[config.mk]
export PLATFORM = sky130hd
export DESIGN_NAME = http_message_framer_flat
export DESIGN_NICKNAME = d
export VERILOG_FILES = /design/src/sv/hmf_pkg.sv /design/src/sv/hmf_in_if.sv /design/src/sv/hmf_out_if.sv /design/src/sv/hmf_in_reg.sv /design/src/sv/hmf_len_scan.sv /design/src/sv/http_message_framer.sv /design/src/flat_wrapper.sv
export SDC_FILE = /design/constraint.sdc
export NUM_CORES = 1
export LEC_CHECK = 0
export ABC_CLOCK_PERIOD_IN_PS = 6690
export BUFFER_PORTS_ARGS = -buffer_cell sky130_fd_sc_hd__buf_4
export CAP_MARGIN = 5
export CORE_UTILIZATION = 30
export CTS_BUF_LIST = sky130_fd_sc_hd__clkbuf_8
export DETAILED_ROUTE_END_ITERATION = 12
export PLACE_DENSITY = 0.55
export SYNTH_ARGS = -nofsm -noshare
export SYNTH_HDL_FRONTEND = slang
export SYNTH_HIERARCHICAL = 1
export SYNTH_SLANG_ARGS = --single-unit
[constraint.sdc]
create_clock -name clk -period 6.69 [get_ports clk]
set_clock_uncertainty 0.2 [all_clocks]
set_input_delay 0.669 -clock clk [delete_from_list [all_inputs] [get_ports clk]]
set_output_delay 0.669 -clock clk [all_outputs]
set_load 0.01 [all_outputs]
[src/sv/hmf_pkg.sv]
// Package for the HTTP message framer: codes, byte constants, payload types
// and the Content-Length key table. No dependencies.
package hmf_pkg;

  localparam int HMF_LINE_LIMIT  = 8192;
  localparam int HMF_LENGTH_BITS = 32;
  localparam int BODY_W          = 32;

  typedef logic [7:0] byte_t;

  // byte kinds on the result channel
  localparam logic [1:0] KIND_NONE = 2'd0;
  localparam logic [1:0] KIND_HEAD = 2'd1;
  localparam logic [1:0] KIND_BODY = 2'd2;

  // status codes
  localparam logic [1:0] ST_OK     = 2'd0;
  localparam logic [1:0] ST_CLOSED = 2'd1;
  localparam logic [1:0] ST_LONG   = 2'd2;

  // framer modes
  localparam logic [1:0] MODE_HEAD = 2'd0;
  localparam logic [1:0] MODE_BODY = 2'd1;
  localparam logic [1:0] MODE_DONE = 2'd2;

  localparam byte_t CH_CR    = 8'h0D;
  localparam byte_t CH_LF    = 8'h0A;
  localparam byte_t CH_SP    = 8'h20;
  localparam byte_t CH_TAB   = 8'h09;
  localparam byte_t CH_VT    = 8'h0B;
  localparam byte_t CH_FF    = 8'h0C;
  localparam byte_t CH_PLUS  = 8'h2B;
  localparam byte_t CH_MINUS = 8'h2D;
  localparam byte_t CH_0     = 8'h30;
  localparam byte_t CH_9     = 8'h39;
  localparam byte_t CH_UA    = 8'h41;
  localparam byte_t CH_UZ    = 8'h5A;

  localparam logic [3:0] KEY_LEN = 4'd15;

  typedef struct packed {
    byte_t data_byte;
    logic  stream_closed;
  } hmf_item_t;

  typedef struct packed {
    byte_t              out_byte;
    logic [1:0]         byte_kind;
    logic               line_end;
    logic               head_end;
    logic               message_done;
    logic [1:0]         status;
    logic               length_known;
    logic [BODY_W-1:0]  body_length;
  } hmf_res_t;

  // control from the framer to the length scanner
  typedef struct packed {
    logic  step;   // scan this head byte
    logic  clear;  // line closed, restart scan
    byte_t data;
  } scan_ctl_t;

  // lower-case "content-length:"
  function automatic byte_t key_char(logic [3:0] idx);
    byte_t c;
    unique case (idx)
      4'd0:  c = 8'h63; // c
      4'd1:  c = 8'h6F; // o
      4'd2:  c = 8'h6E; // n
      4'd3:  c = 8'h74; // t
      4'd4:  c = 8'h65; // e
      4'd5:  c = 8'h6E; // n
      4'd6:  c = 8'h74; // t
      4'd7:  c = 8'h2D; // -
      4'd8:  c = 8'h6C; // l
      4'd9:  c = 8'h65; // e
      4'd10: c = 8'h6E; // n
      4'd11: c = 8'h67; // g
      4'd12: c = 8'h74; // t
      4'd13: c = 8'h68; // h
      4'd14: c = 8'h3A; // :
      default: c = 8'h00;
    endcase
    return c;
  endfunction

endpackage

[src/sv/hmf_in_if.sv]
// Input stream channel of the HTTP message framer: valid/ready plus one byte and a stream-closed flag.
// Depends on hmf_pkg.
interface hmf_in_if import hmf_pkg::*; ();
  logic  valid;
  logic  ready;
  byte_t data_byte;
  logic  stream_closed;

  modport source (output valid, data_byte, stream_closed, input ready);
  modport sink   (input valid, data_byte, stream_closed, output ready);
endinterface

[src/sv/hmf_out_if.sv]
// Result channel of the HTTP message framer: valid/ready plus result fields.
// Depends on hmf_pkg.
interface hmf_out_if import hmf_pkg::*; ();
  logic              valid;
  logic              ready;
  byte_t             out_byte;
  logic [1:0]        byte_kind;
  logic              line_end;
  logic              head_end;
  logic              message_done;
  logic [1:0]        status;
  logic              length_known;
  logic [BODY_W-1:0] body_length;

  modport source (output valid, out_byte, byte_kind, line_end, head_end, message_done,
                  status, length_known, body_length, input ready);
  modport sink   (input valid, out_byte, byte_kind, line_end, head_end, message_done,
                  status, length_known, body_length, output ready);
endinterface

[src/sv/hmf_in_reg.sv]
// Input register slice of the framer: captures one transfer, releases it
// when the core takes it. Depends on hmf_pkg.
module hmf_in_reg import hmf_pkg::*; (
  input  logic      clk,
  input  logic      rst_n,
  input  logic      in_valid,
  output logic      in_ready,
  input  hmf_item_t in_item,
  input  logic      take,
  output logic      vld,
  output hmf_item_t item
);

  logic      vld_r, vld_nxt;
  hmf_item_t item_r;

  assign in_ready = !vld_r || take;
  assign vld_nxt  = in_ready ? in_valid : vld_r;

  always_ff @(posedge clk) begin
    if (!rst_n) begin
      vld_r <= 1'b0;
    end else begin
      vld_r <= vld_nxt;
    end
  end

  always_ff @(posedge clk) begin
    if (in_ready && in_valid) begin
      item_r <= in_item;
    end
  end

  assign vld  = vld_r;
  assign item = item_r;

endmodule

[src/sv/hmf_len_scan.sv]
// Content-Length header scanner: prefix match, sign and decimal digits,
// one byte per step. Depends on hmf_pkg.
module hmf_len_scan import hmf_pkg::*; #(
  parameter int LENGTH_BITS = HMF_LENGTH_BITS
) (
  input  logic                   clk,
  input  logic                   rst_n,
  input  scan_ctl_t              ctl,
  output logic                   found,
  output logic [LENGTH_BITS-1:0] value
);

  localparam int PW = LENGTH_BITS + 4;

  localparam logic [2:0] PH_LEAD   = 3'd0;
  localparam logic [2:0] PH_PREFIX = 3'd1;
  localparam logic [2:0] PH_GAP    = 3'd2;
  localparam logic [2:0] PH_SIGN   = 3'd3;
  localparam logic [2:0] PH_DIGITS = 3'd4;
  localparam logic [2:0] PH_STOP   = 3'd5;

  logic [2:0]             phase_r, phase_nxt, phase_eff;
  logic [3:0]             idx_r, idx_nxt;
  logic [LENGTH_BITS-1:0] dv_r, dv_nxt, dv_add;
  logic                   neg_r, neg_nxt;
  logic                   ovf_r, ovf_nxt, ovf_add;
  logic [PW-1:0]          prod;
  logic                   over;
  byte_t                  b, lc;
  logic                   tabsp, space, dig;

  assign b     = ctl.data;
  assign tabsp = (b == CH_SP) || (b == CH_TAB);
  assign space = tabsp || (b == CH_CR) || (b == CH_LF) || (b == CH_VT) || (b == CH_FF);
  assign dig   = (b >= CH_0) && (b <= CH_9);
  assign lc    = ((b >= CH_UA) && (b <= CH_UZ)) ? (b + 8'd32) : b;

  // value*10 + digit; anything above the low LENGTH_BITS bits is overflow
  assign prod    = (PW'(dv_r) << 3) + (PW'(dv_r) << 1) + PW'(b[3:0]);
  assign over    = (prod[PW-1:LENGTH_BITS] != 4'd0);
  assign ovf_add = ovf_r || over;
  assign dv_add  = (ovf_r || over) ? dv_r : prod[LENGTH_BITS-1:0];

  // a non-blank byte in the lead phase is scanned as a prefix byte
  assign phase_eff = ((phase_r == PH_LEAD) && !tabsp) ? PH_PREFIX : phase_r;

  always_comb begin
    phase_nxt = phase_r;
    idx_nxt   = idx_r;
    dv_nxt    = dv_r;
    neg_nxt   = neg_r;
    ovf_nxt   = ovf_r;
    found     = 1'b0;
    if (ctl.step) begin
      unique case (phase_eff)
        PH_LEAD: begin
        end
        PH_PREFIX: begin
          phase_nxt = PH_PREFIX;
          if ((idx_r < KEY_LEN) && (lc == key_char(idx_r))) begin
            idx_nxt = idx_r + 4'd1;
            if (idx_r == KEY_LEN - 4'd1) begin
              phase_nxt = PH_GAP;
            end
          end else begin
            phase_nxt = PH_STOP;
          end
        end
        PH_GAP: begin
          if (space) begin
          end else if ((b == CH_PLUS) || (b == CH_MINUS)) begin
            neg_nxt   = (b == CH_MINUS);
            phase_nxt = PH_SIGN;
          end else if (dig) begin
            phase_nxt = PH_DIGITS;
            dv_nxt    = dv_add;
            ovf_nxt   = ovf_add;
          end else begin
            phase_nxt = PH_STOP;
          end
        end
        PH_SIGN: begin
          if (dig) begin
            phase_nxt = PH_DIGITS;
            dv_nxt    = dv_add;
            ovf_nxt   = ovf_add;
          end else begin
            phase_nxt = PH_STOP;
          end
        end
        PH_DIGITS: begin
          if (dig) begin
            dv_nxt  = dv_add;
            ovf_nxt = ovf_add;
          end else begin
            // "-0" still counts as a length
            found     = !ovf_r && !(neg_r && (dv_r != '0));
            phase_nxt = PH_STOP;
          end
        end
        default: begin
        end
      endcase
    end
    if (ctl.clear) begin
      phase_nxt = PH_LEAD;
      idx_nxt   = 4'd0;
      dv_nxt    = '0;
      neg_nxt   = 1'b0;
      ovf_nxt   = 1'b0;
    end
  end

  always_ff @(posedge clk) begin
    if (!rst_n) begin
      phase_r <= PH_LEAD;
      idx_r   <= 4'd0;
      dv_r    <= '0;
      neg_r   <= 1'b0;
      ovf_r   <= 1'b0;
    end else begin
      phase_r <= phase_nxt;
      idx_r   <= idx_nxt;
      dv_r    <= dv_nxt;
      neg_r   <= neg_nxt;
      ovf_r   <= ovf_nxt;
    end
  end

  assign value = dv_r;

endmodule

[src/sv/http_message_framer.sv]
// Top level of the HTTP/1.1 Content-Length message framer: input slice,
// head/body state, length scanner, result register. Depends on hmf_pkg,
// hmf_in_if, hmf_out_if, hmf_in_reg and hmf_len_scan.
//
//  channel   dir  handshake     payload
//  in_chan   in   valid/ready   data_byte[7:0], stream_closed
//  out_chan  out  valid/ready   out_byte, byte_kind, line_end, head_end,
//                               message_done, status, length_known, body_length
//
// One byte per cycle sustained while out_chan is ready. The result of an input
// transfer passes through the input register, then the result register, before
// it is valid on out_chan.
// The framer state and the scanner update in the cycle a byte leaves the input
// register; the result register takes its fields at the same edge.
// A stall on out_chan holds the result register and backs up into the input
// register; in_chan.ready drops only when both are full.
// Synchronous active-low reset returns to head mode with no length known.
module http_message_framer import hmf_pkg::*; #(
  parameter int LINE_LIMIT  = HMF_LINE_LIMIT,
  parameter int LENGTH_BITS = HMF_LENGTH_BITS
) (
  input  logic      clk,
  input  logic      rst_n,
  hmf_in_if.sink    in_chan,
  hmf_out_if.source out_chan
);

  localparam int LLW = $clog2(LINE_LIMIT + 1);

  hmf_item_t in_item, s1_item;
  logic      s1_vld, take, adv;

  logic [1:0]             mode_r, mode_nxt;
  logic                   saw_cr_r, saw_cr_nxt;
  logic [LLW-1:0]         line_len_r, line_len_nxt, ln_inc;
  logic                   len_vld_r, len_vld_nxt;
  logic [LENGTH_BITS-1:0] known_r, known_nxt;
  logic [LENGTH_BITS-1:0] rem_r, rem_nxt, rem_dec;
  logic [1:0]             err_r, err_nxt;

  scan_ctl_t              sctl;
  logic                   found;
  logic [LENGTH_BITS-1:0] found_val;
  logic                   head_ok;

  hmf_res_t res_r, res_nxt;
  logic     out_vld_r, out_vld_nxt;

  logic [1:0] kind;
  logic       lend, hend, is_lf_end;
  byte_t      b;

  assign in_item.data_byte     = in_chan.data_byte;
  assign in_item.stream_closed = in_chan.stream_closed;

  hmf_in_reg u_in_reg (
    .clk      (clk),
    .rst_n    (rst_n),
    .in_valid (in_chan.valid),
    .in_ready (in_chan.ready),
    .in_item  (in_item),
    .take     (take),
    .vld      (s1_vld),
    .item     (s1_item)
  );

  hmf_len_scan #(.LENGTH_BITS(LENGTH_BITS)) u_len_scan (
    .clk   (clk),
    .rst_n (rst_n),
    .ctl   (sctl),
    .found (found),
    .value (found_val)
  );

  assign adv  = !out_vld_r || out_chan.ready;
  assign take = s1_vld && adv;

  assign b         = s1_item.data_byte;
  assign is_lf_end = saw_cr_r && (b == CH_LF);
  assign ln_inc    = line_len_r + LLW'(1);
  assign rem_dec   = (rem_r != '0) ? (rem_r - LENGTH_BITS'(1)) : rem_r;

  // head byte that is passed on (not a close, not dropped at the line limit)
  assign head_ok = take && (mode_r == MODE_HEAD) && !s1_item.stream_closed &&
                   (is_lf_end || (ln_inc != LLW'(LINE_LIMIT)));
  assign sctl    = '{step: head_ok && !len_vld_r, clear: head_ok && is_lf_end, data: b};

  always_comb begin
    mode_nxt     = mode_r;
    saw_cr_nxt   = saw_cr_r;
    line_len_nxt = line_len_r;
    rem_nxt      = rem_r;
    err_nxt      = err_r;
    kind         = KIND_NONE;
    lend         = 1'b0;
    hend         = 1'b0;
    if (take) begin
      unique case (mode_r)
        MODE_HEAD: begin
          if (s1_item.stream_closed) begin
            mode_nxt = MODE_DONE;
            err_nxt  = ST_CLOSED;
          end else if (!is_lf_end && (ln_inc == LLW'(LINE_LIMIT))) begin
            // line hits the buffer limit: byte dropped
            mode_nxt = MODE_DONE;
            err_nxt  = ST_LONG;
          end else begin
            kind         = KIND_HEAD;
            line_len_nxt = ln_inc;
            saw_cr_nxt   = (b == CH_CR);
            if (is_lf_end) begin
              lend         = 1'b1;
              line_len_nxt = '0;
              saw_cr_nxt   = 1'b0;
              if (ln_inc == LLW'(2)) begin
                hend = 1'b1;
                if (len_vld_nxt) begin
                  rem_nxt  = known_nxt;
                  mode_nxt = (known_nxt == '0) ? MODE_DONE : MODE_BODY;
                end else begin
                  mode_nxt = MODE_BODY;
                end
              end
            end
          end
        end
        MODE_BODY: begin
          if (s1_item.stream_closed) begin
            mode_nxt = MODE_DONE;
          end else begin
            kind = KIND_BODY;
            if (len_vld_r) begin
              rem_nxt = rem_dec;
              if (rem_dec == '0) begin
                mode_nxt = MODE_DONE;
              end
            end
          end
        end
        default: begin
        end
      endcase
    end
  end

  // found is only raised for a scanned head byte
  assign len_vld_nxt = len_vld_r || found;
  assign known_nxt   = found ? found_val : known_r;

  always_comb begin
    res_nxt.out_byte     = (kind != KIND_NONE) ? b : 8'd0;
    res_nxt.byte_kind    = kind;
    res_nxt.line_end     = lend;
    res_nxt.head_end     = hend;
    res_nxt.message_done = (mode_nxt == MODE_DONE);
    res_nxt.status       = err_nxt;
    res_nxt.length_known = len_vld_nxt;
    res_nxt.body_length  = BODY_W'(known_nxt);
  end

  assign out_vld_nxt = take ? 1'b1 : (out_chan.ready ? 1'b0 : out_vld_r);

  always_ff @(posedge clk) begin
    if (!rst_n) begin
      mode_r     <= MODE_HEAD;
      saw_cr_r   <= 1'b0;
      line_len_r <= '0;
      len_vld_r  <= 1'b0;
      known_r    <= '0;
      rem_r      <= '0;
      err_r      <= ST_OK;
      out_vld_r  <= 1'b0;
    end else begin
      mode_r     <= mode_nxt;
      saw_cr_r   <= saw_cr_nxt;
      line_len_r <= line_len_nxt;
      len_vld_r  <= len_vld_nxt;
      known_r    <= known_nxt;
      rem_r      <= rem_nxt;
      err_r      <= err_nxt;
      out_vld_r  <= out_vld_nxt;
    end
  end

  always_ff @(posedge clk) begin
    if (take) begin
      res_r <= res_nxt;
    end
  end

  assign out_chan.valid        = out_vld_r;
  assign out_chan.out_byte     = res_r.out_byte;
  assign out_chan.byte_kind    = res_r.byte_kind;
  assign out_chan.line_end     = res_r.line_end;
  assign out_chan.head_end     = res_r.head_end;
  assign out_chan.message_done = res_r.message_done;
  assign out_chan.status       = res_r.status;
  assign out_chan.length_known = res_r.length_known;
  assign out_chan.body_length  = res_r.body_length;

  // done is terminal
  a_done_sticky: assert property (@(posedge clk) disable iff (!rst_n)
    (mode_r == MODE_DONE) |=> (mode_r == MODE_DONE))
    else $error("framer left done mode");

  // any error code means the framer has stopped
  a_err_done: assert property (@(posedge clk) disable iff (!rst_n)
    (err_r != ST_OK) |-> (mode_r == MODE_DONE))
    else $error("error code set outside done mode");

  a_line_bound: assert property (@(posedge clk) disable iff (!rst_n)
    line_len_r < LLW'(LINE_LIMIT))
    else $error("head line length reached the limit");

  a_head_end_lf: assert property (@(posedge clk) disable iff (!rst_n)
    (out_vld_r && res_r.head_end) |-> (res_r.line_end && (res_r.byte_kind == KIND_HEAD)))
    else $error("head end without a closing head LF");

  // a known length, once seen, never goes away
  a_len_sticky: assert property (@(posedge clk) disable iff (!rst_n)
    len_vld_r |=> (len_vld_r && $stable(known_r)))
    else $error("known length changed");

endmodule
[src/flat_wrapper.sv]
// flat-port wrapper written by rule: the top's interface ports become plain ports
module http_message_framer_flat import hmf_pkg::*;
#(
  parameter int LINE_LIMIT  = HMF_LINE_LIMIT,
  parameter int LENGTH_BITS = HMF_LENGTH_BITS
)
  (clk, rst_n, in_chan_valid, in_chan_data_byte, in_chan_stream_closed, in_chan_ready, out_chan_valid, out_chan_out_byte, out_chan_byte_kind, out_chan_line_end, out_chan_head_end, out_chan_message_done, out_chan_status, out_chan_length_known, out_chan_body_length, out_chan_ready);
  hmf_in_if in_chan_i ();
  hmf_out_if out_chan_i ();
  input  logic clk;
  input  logic rst_n;
  input wire logic [$bits(in_chan_i.valid)-1:0] in_chan_valid;
  input wire logic [$bits(in_chan_i.data_byte)-1:0] in_chan_data_byte;
  input wire logic [$bits(in_chan_i.stream_closed)-1:0] in_chan_stream_closed;
  output wire logic [$bits(in_chan_i.ready)-1:0] in_chan_ready;
  output wire logic [$bits(out_chan_i.valid)-1:0] out_chan_valid;
  output wire logic [$bits(out_chan_i.out_byte)-1:0] out_chan_out_byte;
  output wire logic [$bits(out_chan_i.byte_kind)-1:0] out_chan_byte_kind;
  output wire logic [$bits(out_chan_i.line_end)-1:0] out_chan_line_end;
  output wire logic [$bits(out_chan_i.head_end)-1:0] out_chan_head_end;
  output wire logic [$bits(out_chan_i.message_done)-1:0] out_chan_message_done;
  output wire logic [$bits(out_chan_i.status)-1:0] out_chan_status;
  output wire logic [$bits(out_chan_i.length_known)-1:0] out_chan_length_known;
  output wire logic [$bits(out_chan_i.body_length)-1:0] out_chan_body_length;
  input wire logic [$bits(out_chan_i.ready)-1:0] out_chan_ready;
  assign in_chan_i.valid = in_chan_valid;
  assign in_chan_i.data_byte = in_chan_data_byte;
  assign in_chan_i.stream_closed = in_chan_stream_closed;
  assign in_chan_ready = in_chan_i.ready;
  assign out_chan_valid = out_chan_i.valid;
  assign out_chan_out_byte = out_chan_i.out_byte;
  assign out_chan_byte_kind = out_chan_i.byte_kind;
  assign out_chan_line_end = out_chan_i.line_end;
  assign out_chan_head_end = out_chan_i.head_end;
  assign out_chan_message_done = out_chan_i.message_done;
  assign out_chan_status = out_chan_i.status;
  assign out_chan_length_known = out_chan_i.length_known;
  assign out_chan_body_length = out_chan_i.body_length;
  assign out_chan_i.ready = out_chan_ready;
  http_message_framer #(.LINE_LIMIT(LINE_LIMIT), .LENGTH_BITS(LENGTH_BITS)) u_core (.clk(clk), .rst_n(rst_n), .in_chan(in_chan_i), .out_chan(out_chan_i));
endmodule
Word-level counts from Yosys, hierarchy flattened
Memory sizes are Yosys's and may differ from the RTL's. A register that Yosys moved wholly into a read port is not among the register bits.
Index checks and enable logic that the tools add are counted.
{"block": "word_totals", "regBits": 184, "romBits": 112, "inputBits": 13, "out_inout_bits": 50, "elab_cells": 188, "n_memories": 1}
{"memory": "(no name shown)", "words": 16, "width": 7, "read_ports": 1, "rd_ports_with_merged_regs": 1, "wr": 0, "line_no": "hmf_pkg.sv:67", "text": "unique case (idx)"}
{"block": "classes", "add_sub_neg": 6, "n_lt_le_gt_ge": 5, "n_eq_ne": 29, "n_mux": 61, "bitwise": 6, "n_reduce_logical": 56}
{"cell": "32-bit two-way mux", "n": 13}
{"cell": "32-bit case mux with 2 select lines", "n": 2}
{"cell": "32-bit logical NOT", "n": 2}
{"cell": "32-bit nonzero test", "n": 2}
{"cell": "8-bit by 4-bit equality test with 1-bit output (second input constant)", "n": 5}
{"cell": "35-bit by 33-bit adder with 36-bit output", "n": 1}
{"cell": "36-bit by 4-bit adder with 36-bit output", "n": 1}
{"cell": "2-bit two-way mux", "n": 18}
{"cell": "32-bit by 1-bit subtractor with 32-bit output (second input constant)", "n": 1}
{"cell": "8-bit by 6-bit equality test with 1-bit output (second input constant)", "n": 3}
{"cell": "8-bit two-way mux", "n": 3}
{"cell": "4-bit AND reduction", "n": 4}
{"cell": "1-bit logical AND", "n": 15}
{"cell": "3-bit two-way mux", "n": 5}
{"cell": "14-bit by 1-bit adder with 14-bit output (second input constant)", "n": 1}
{"cell": "14-bit equality test (second input constant)", "n": 1}
{"cell": "14-bit by 2-bit equality test with 1-bit output (second input constant)", "n": 1}
{"cell": "14-bit two-way mux", "n": 1}
{"cell": "14-bit != test (second input constant)", "n": 1}
{"cell": "2-bit != test (second input constant)", "n": 7}
{"cell": "1-bit two-way mux", "n": 13}
{"cell": "3-bit case mux with 4 select lines", "n": 1}
{"cell": "1-bit logical OR", "n": 11}
{"cell": "9-bit AND reduction", "n": 1}
{"cell": "other kinds (28)", "n": 50}

Depth between registers and ports, before layout
{"block": "logic_depth", "depth_word": 19, "depth_mapped": 20, "mapped_depth_nobuf": 17}

By module
Netlist, hierarchy kept.
{"module": "http_message_framer", "n_inst": 1, "cells_each": 767, "area_each_um2": 6812.8, "seq_area_each_um2": 3143.0}
{"module": "hmf_len_scan", "n_inst": 1, "cells_each": 659, "area_each_um2": 5408.9, "seq_area_each_um2": 960.9}
{"module": "hmf_in_reg", "n_inst": 1, "cells_each": 14, "area_each_um2": 327.8, "seq_area_each_um2": 290.3}

Worst setup path before layout
No wires, ideal clock.
{"block": "synth_timing", "path_type": "in2reg", "start": "input out_chan_ready", "end": "register u_core.mode_r[0]", "setup_ps": 114, "t_arrival_ps": 5109, "t_required_ps": 6376, "slack_ps": 1267, "path_stages": 16, "cell_sequence": "nand2b_1 > nand2_1 > clkinv_1 > nand2_1 > clkbuf_1 > nor2_1 > and4b_1 > clkbuf_1 > buf_1 > mux2i_1 > nand4_1 > nor4b_1 > nand4b_1 > o21ai_0 > a21boi_0 > a21o_1"}
{"element": "start: declaration", "line_no": "flat_wrapper.sv:25", "text": "input wire logic [$bits(out_chan_i.ready)-1:0] out_chan_ready;"}
{"element": "end signal: assignment", "line_no": "http_message_framer.sv:174", "text": "mode_r <= mode_nxt;"}
{"element": "end: declaration", "line_no": "http_message_framer.sv:33", "text": "logic [1:0] mode_r, mode_nxt;"}

==> reports/qor.txt <==
Post-CTS Hold Fix Bufs - 0
Req. time, crit path - 6.82 ns
Slew headroom - 32.7%
Initial Util - 30.6%
sequential cell area fraction in the yosys report - 35.0%
Synth warnings - 6
DR vias/cell - 5.54
TritonCTS Buffers - 17
Final setup viols - 0
leakage power - 5.57 nW
fillcell total - 4,265
maximum fanout along the worst path - 23
io pins - 63
status - complete, but fails checks
routed vias - 11,000
CTS root buf - clkbuf_8
setup total negative slack - 0 ns
Resize count post-CTS - 0
Pre-Repair DR Iteration Count - 10
largest net degree at the start of global routing - 71
max frequency - 0.170 GHz
CTS tree - yes
Reg area - 4390 um^2
Tot GR Track Use - 16.9%
antenna cell count - 0
core area - 41,000 um^2
post-synth cell types - 108
H-Tree Depth - 4
Chip Width - 207 um
GRT overflow - 0
Placed Area - 13,400 um^2
most numerous cell in the Yosys netlist - nand2_1
worst vdd ir - 116 uV
synth cell count leaders - 168 x nand2_1, 134 x dfxtp_1, 97 x a21oi_1, 97 x nor2_1, 77 x ha_1
Yosys reg bits - 191
async set-reset flop share out of synthesis - 0%
row count - 74
vias in the first global route - 10,100
Crit path arrival time - 6.00 ns
initial antenna violation count - 0
syn_area_per_cell - 8.71 um^2
Worst-Skew Late Latency - 0.48 ns
CTS Sinks - 191
Crit. End Element - register
post-layout instance area - 13,800 um^2
Worst Tran Pin Value - 1.01 ns
area grow syn2layout - 9.75%
antenna viol nets, final - 0
failing checks - DRC
Yosys top cell area share - 21.4%
full die area - 42,700 um^2
Post-CTS Setup Bufs - 0
Tcrit/Tclk final - 87.8%
fin. max-slew vios - 0
number of remaining DRC errors - 8
DR iter-0 viols - 834
RePlAce Congestion - 0.868
CTS Buffer Depth - 2
Multi-input gate area - 7530 um^2
final critical-path required period - 5.87 ns
Power per Cell Area - 156 nW/um^2
fraction of layout cells with a size suffix above 1 - 13.1%
Crit Path Category - register to register
Post-synth EDFFs - 57
die height - 207 um
global-route wire length before repair - 56,600 um
unrepaired setup endpoints after global routing - false
leading area contributor after synthesis - dfxtp_1
Buffers on Ports - 62
final core occ - 33.6%
Area contributors post-synth - dfxtp_1 21%, edfxtp_1 14%, ha_1 7.7%
DP HPWL - 26,100 um
Max Cap Violations - 0
Mapped Nets - 1,532
Main synth FF type - dfxtp_1
Startpoint Class - register
Total Nets Final - 1,539
Clock transition at path regs - 0.11 ns
cells after synthesis - 1,440
Final Hold Fails - 0
Post-Synthesis Cell Area - 12,500 um^2
final WL - 36,300 um
WL/cell - 18.2 um
Power Total - 2.14 mW
Hold WC Path Type - input pin to register
==> worst max-delay path: stages, from the launching register on <==
cell and delay [ns]:
dfxtp_1 0.47, ha_1 0.34, nand4_1 0.19, or4_1 0.61
xnor2_1 0.22, nor3_1 0.12, a21oi_1 0.20, nand2_1 0.10
nor2_1 0.30, and4b_2 0.76, buf_4 0.37, mux2_2 0.40
nor4_1 0.31, nand4_1 0.15, nand4b_1 0.28, o21ai_0 0.39
o21ai_0 0.16, a31oi_1 0.16
==> report_power, final <==
part / internal (mW) / switching [mW] / leakage, nW
clock: 0.333 / 0.438 / 0.201
combinational: 0.0502 / 0.0804 / 3.75
sequential: 1.22 / 0.0248 / 1.62
==> cell usage in the layout, fill, tap and decap left out, drive strengths merged, types with 8 or more instances in the layout <==
master and count:
or4 18, nand2b 16, nand2 170, or3 10, o22ai 20, clkbuf 17, nand3b 8, mux2 21
o31ai 8, nor4 30, nand4 27, a21o 14, nor2 97, a21oi 100, o21ai 64, nor3 45
dfxtp 134, a31oi 13, nor2b 9, edfxtp 57, nor4b 8, a211oi 17, inv 67, mux2i 39
xnor2 24, o32ai 18, ha 77, and3 13, o211ai 16, xor2 19, and2 31, nand3 54
buf 76
==> flip-flops by register name (all words and copies together) (netlist names), 3 cells and up, named ones only <==
name,cells
u_core/u_len_scan/phase_r,3
u_core/u_len_scan/value,32
u_core/known_r,32
u_core/rem_r,32
u_core/out_chan.body_length,32
u_core/line_len_r,14
u_core/u_len_scan/idx_r,4
u_core/u_in_reg/item,9
u_core/out_chan.out_byte,8
==> path summary, 6_finish.rpt <==
kind                   startpoint                            to  slack [ns]  depth (start not counted)
max          u_core/line_len_r[0]  u_core/out_chan.message_done        0.82                         17
min          in_chan_data_byte[4]       u_core/u_in_reg/item[5]        0.17                          1
max reg2reg  u_core/line_len_r[0]  u_core/out_chan.message_done        0.82                         17
min reg2reg       u_core/saw_cr_r               u_core/saw_cr_r        0.26                          2
==> logic make-up after synthesis <==
| logic type | after synthesis | share of synthesized area, % |
|---|---|---|
| compound gates | 351 | 20.0 |
| xor+xnor | 43 | 3.00 |
| buf+inv | 148 | 5.07 |
| mux | 60 | 5.15 |
| fa+ha+maj | 79 | 8.00 |
| simple gates | 568 | 23.7 |
| flops | 191 | 35.0 |
==> metal layers <==
layer	up-vias	track usage (%)	wire [um]
met5	-	0	0
met4	0	3.78	506
met3	28	2.61	2130
met2	338	26.1	16100
met1	5309	24.5	17500
li1	5351	-	-
==> area by class of cell <==
class | count | area share (%)
Clock buffer | 17 | 1.70
Clock inverter | 15 | 1.08
Inverter | 60 | 1.64
Multi-Input combinational cell | 1101 | 54.7
Sequential cell | 191 | 31.9
Tap cell | 532 | 4.83
Timing Repair Buffer | 76 | 4.14
==> per-stage QoR <==
stage / cells / hold slack, ns / setup slack (ns)
2_1_floorplan: 1440 / 0.227 / 1.27
3_3_place_gp: 1960 / 0.241 / 0.992
3_5_place_dp: 1960 / 0.245 / 0.860
4_1_cts: 1992 / 0.141 / 0.807
5_1_grt: 1992 / 0.134 / 0.335
6_report: 1992 / 0.170 / 0.817
Power figures use the tool's default switching activity.
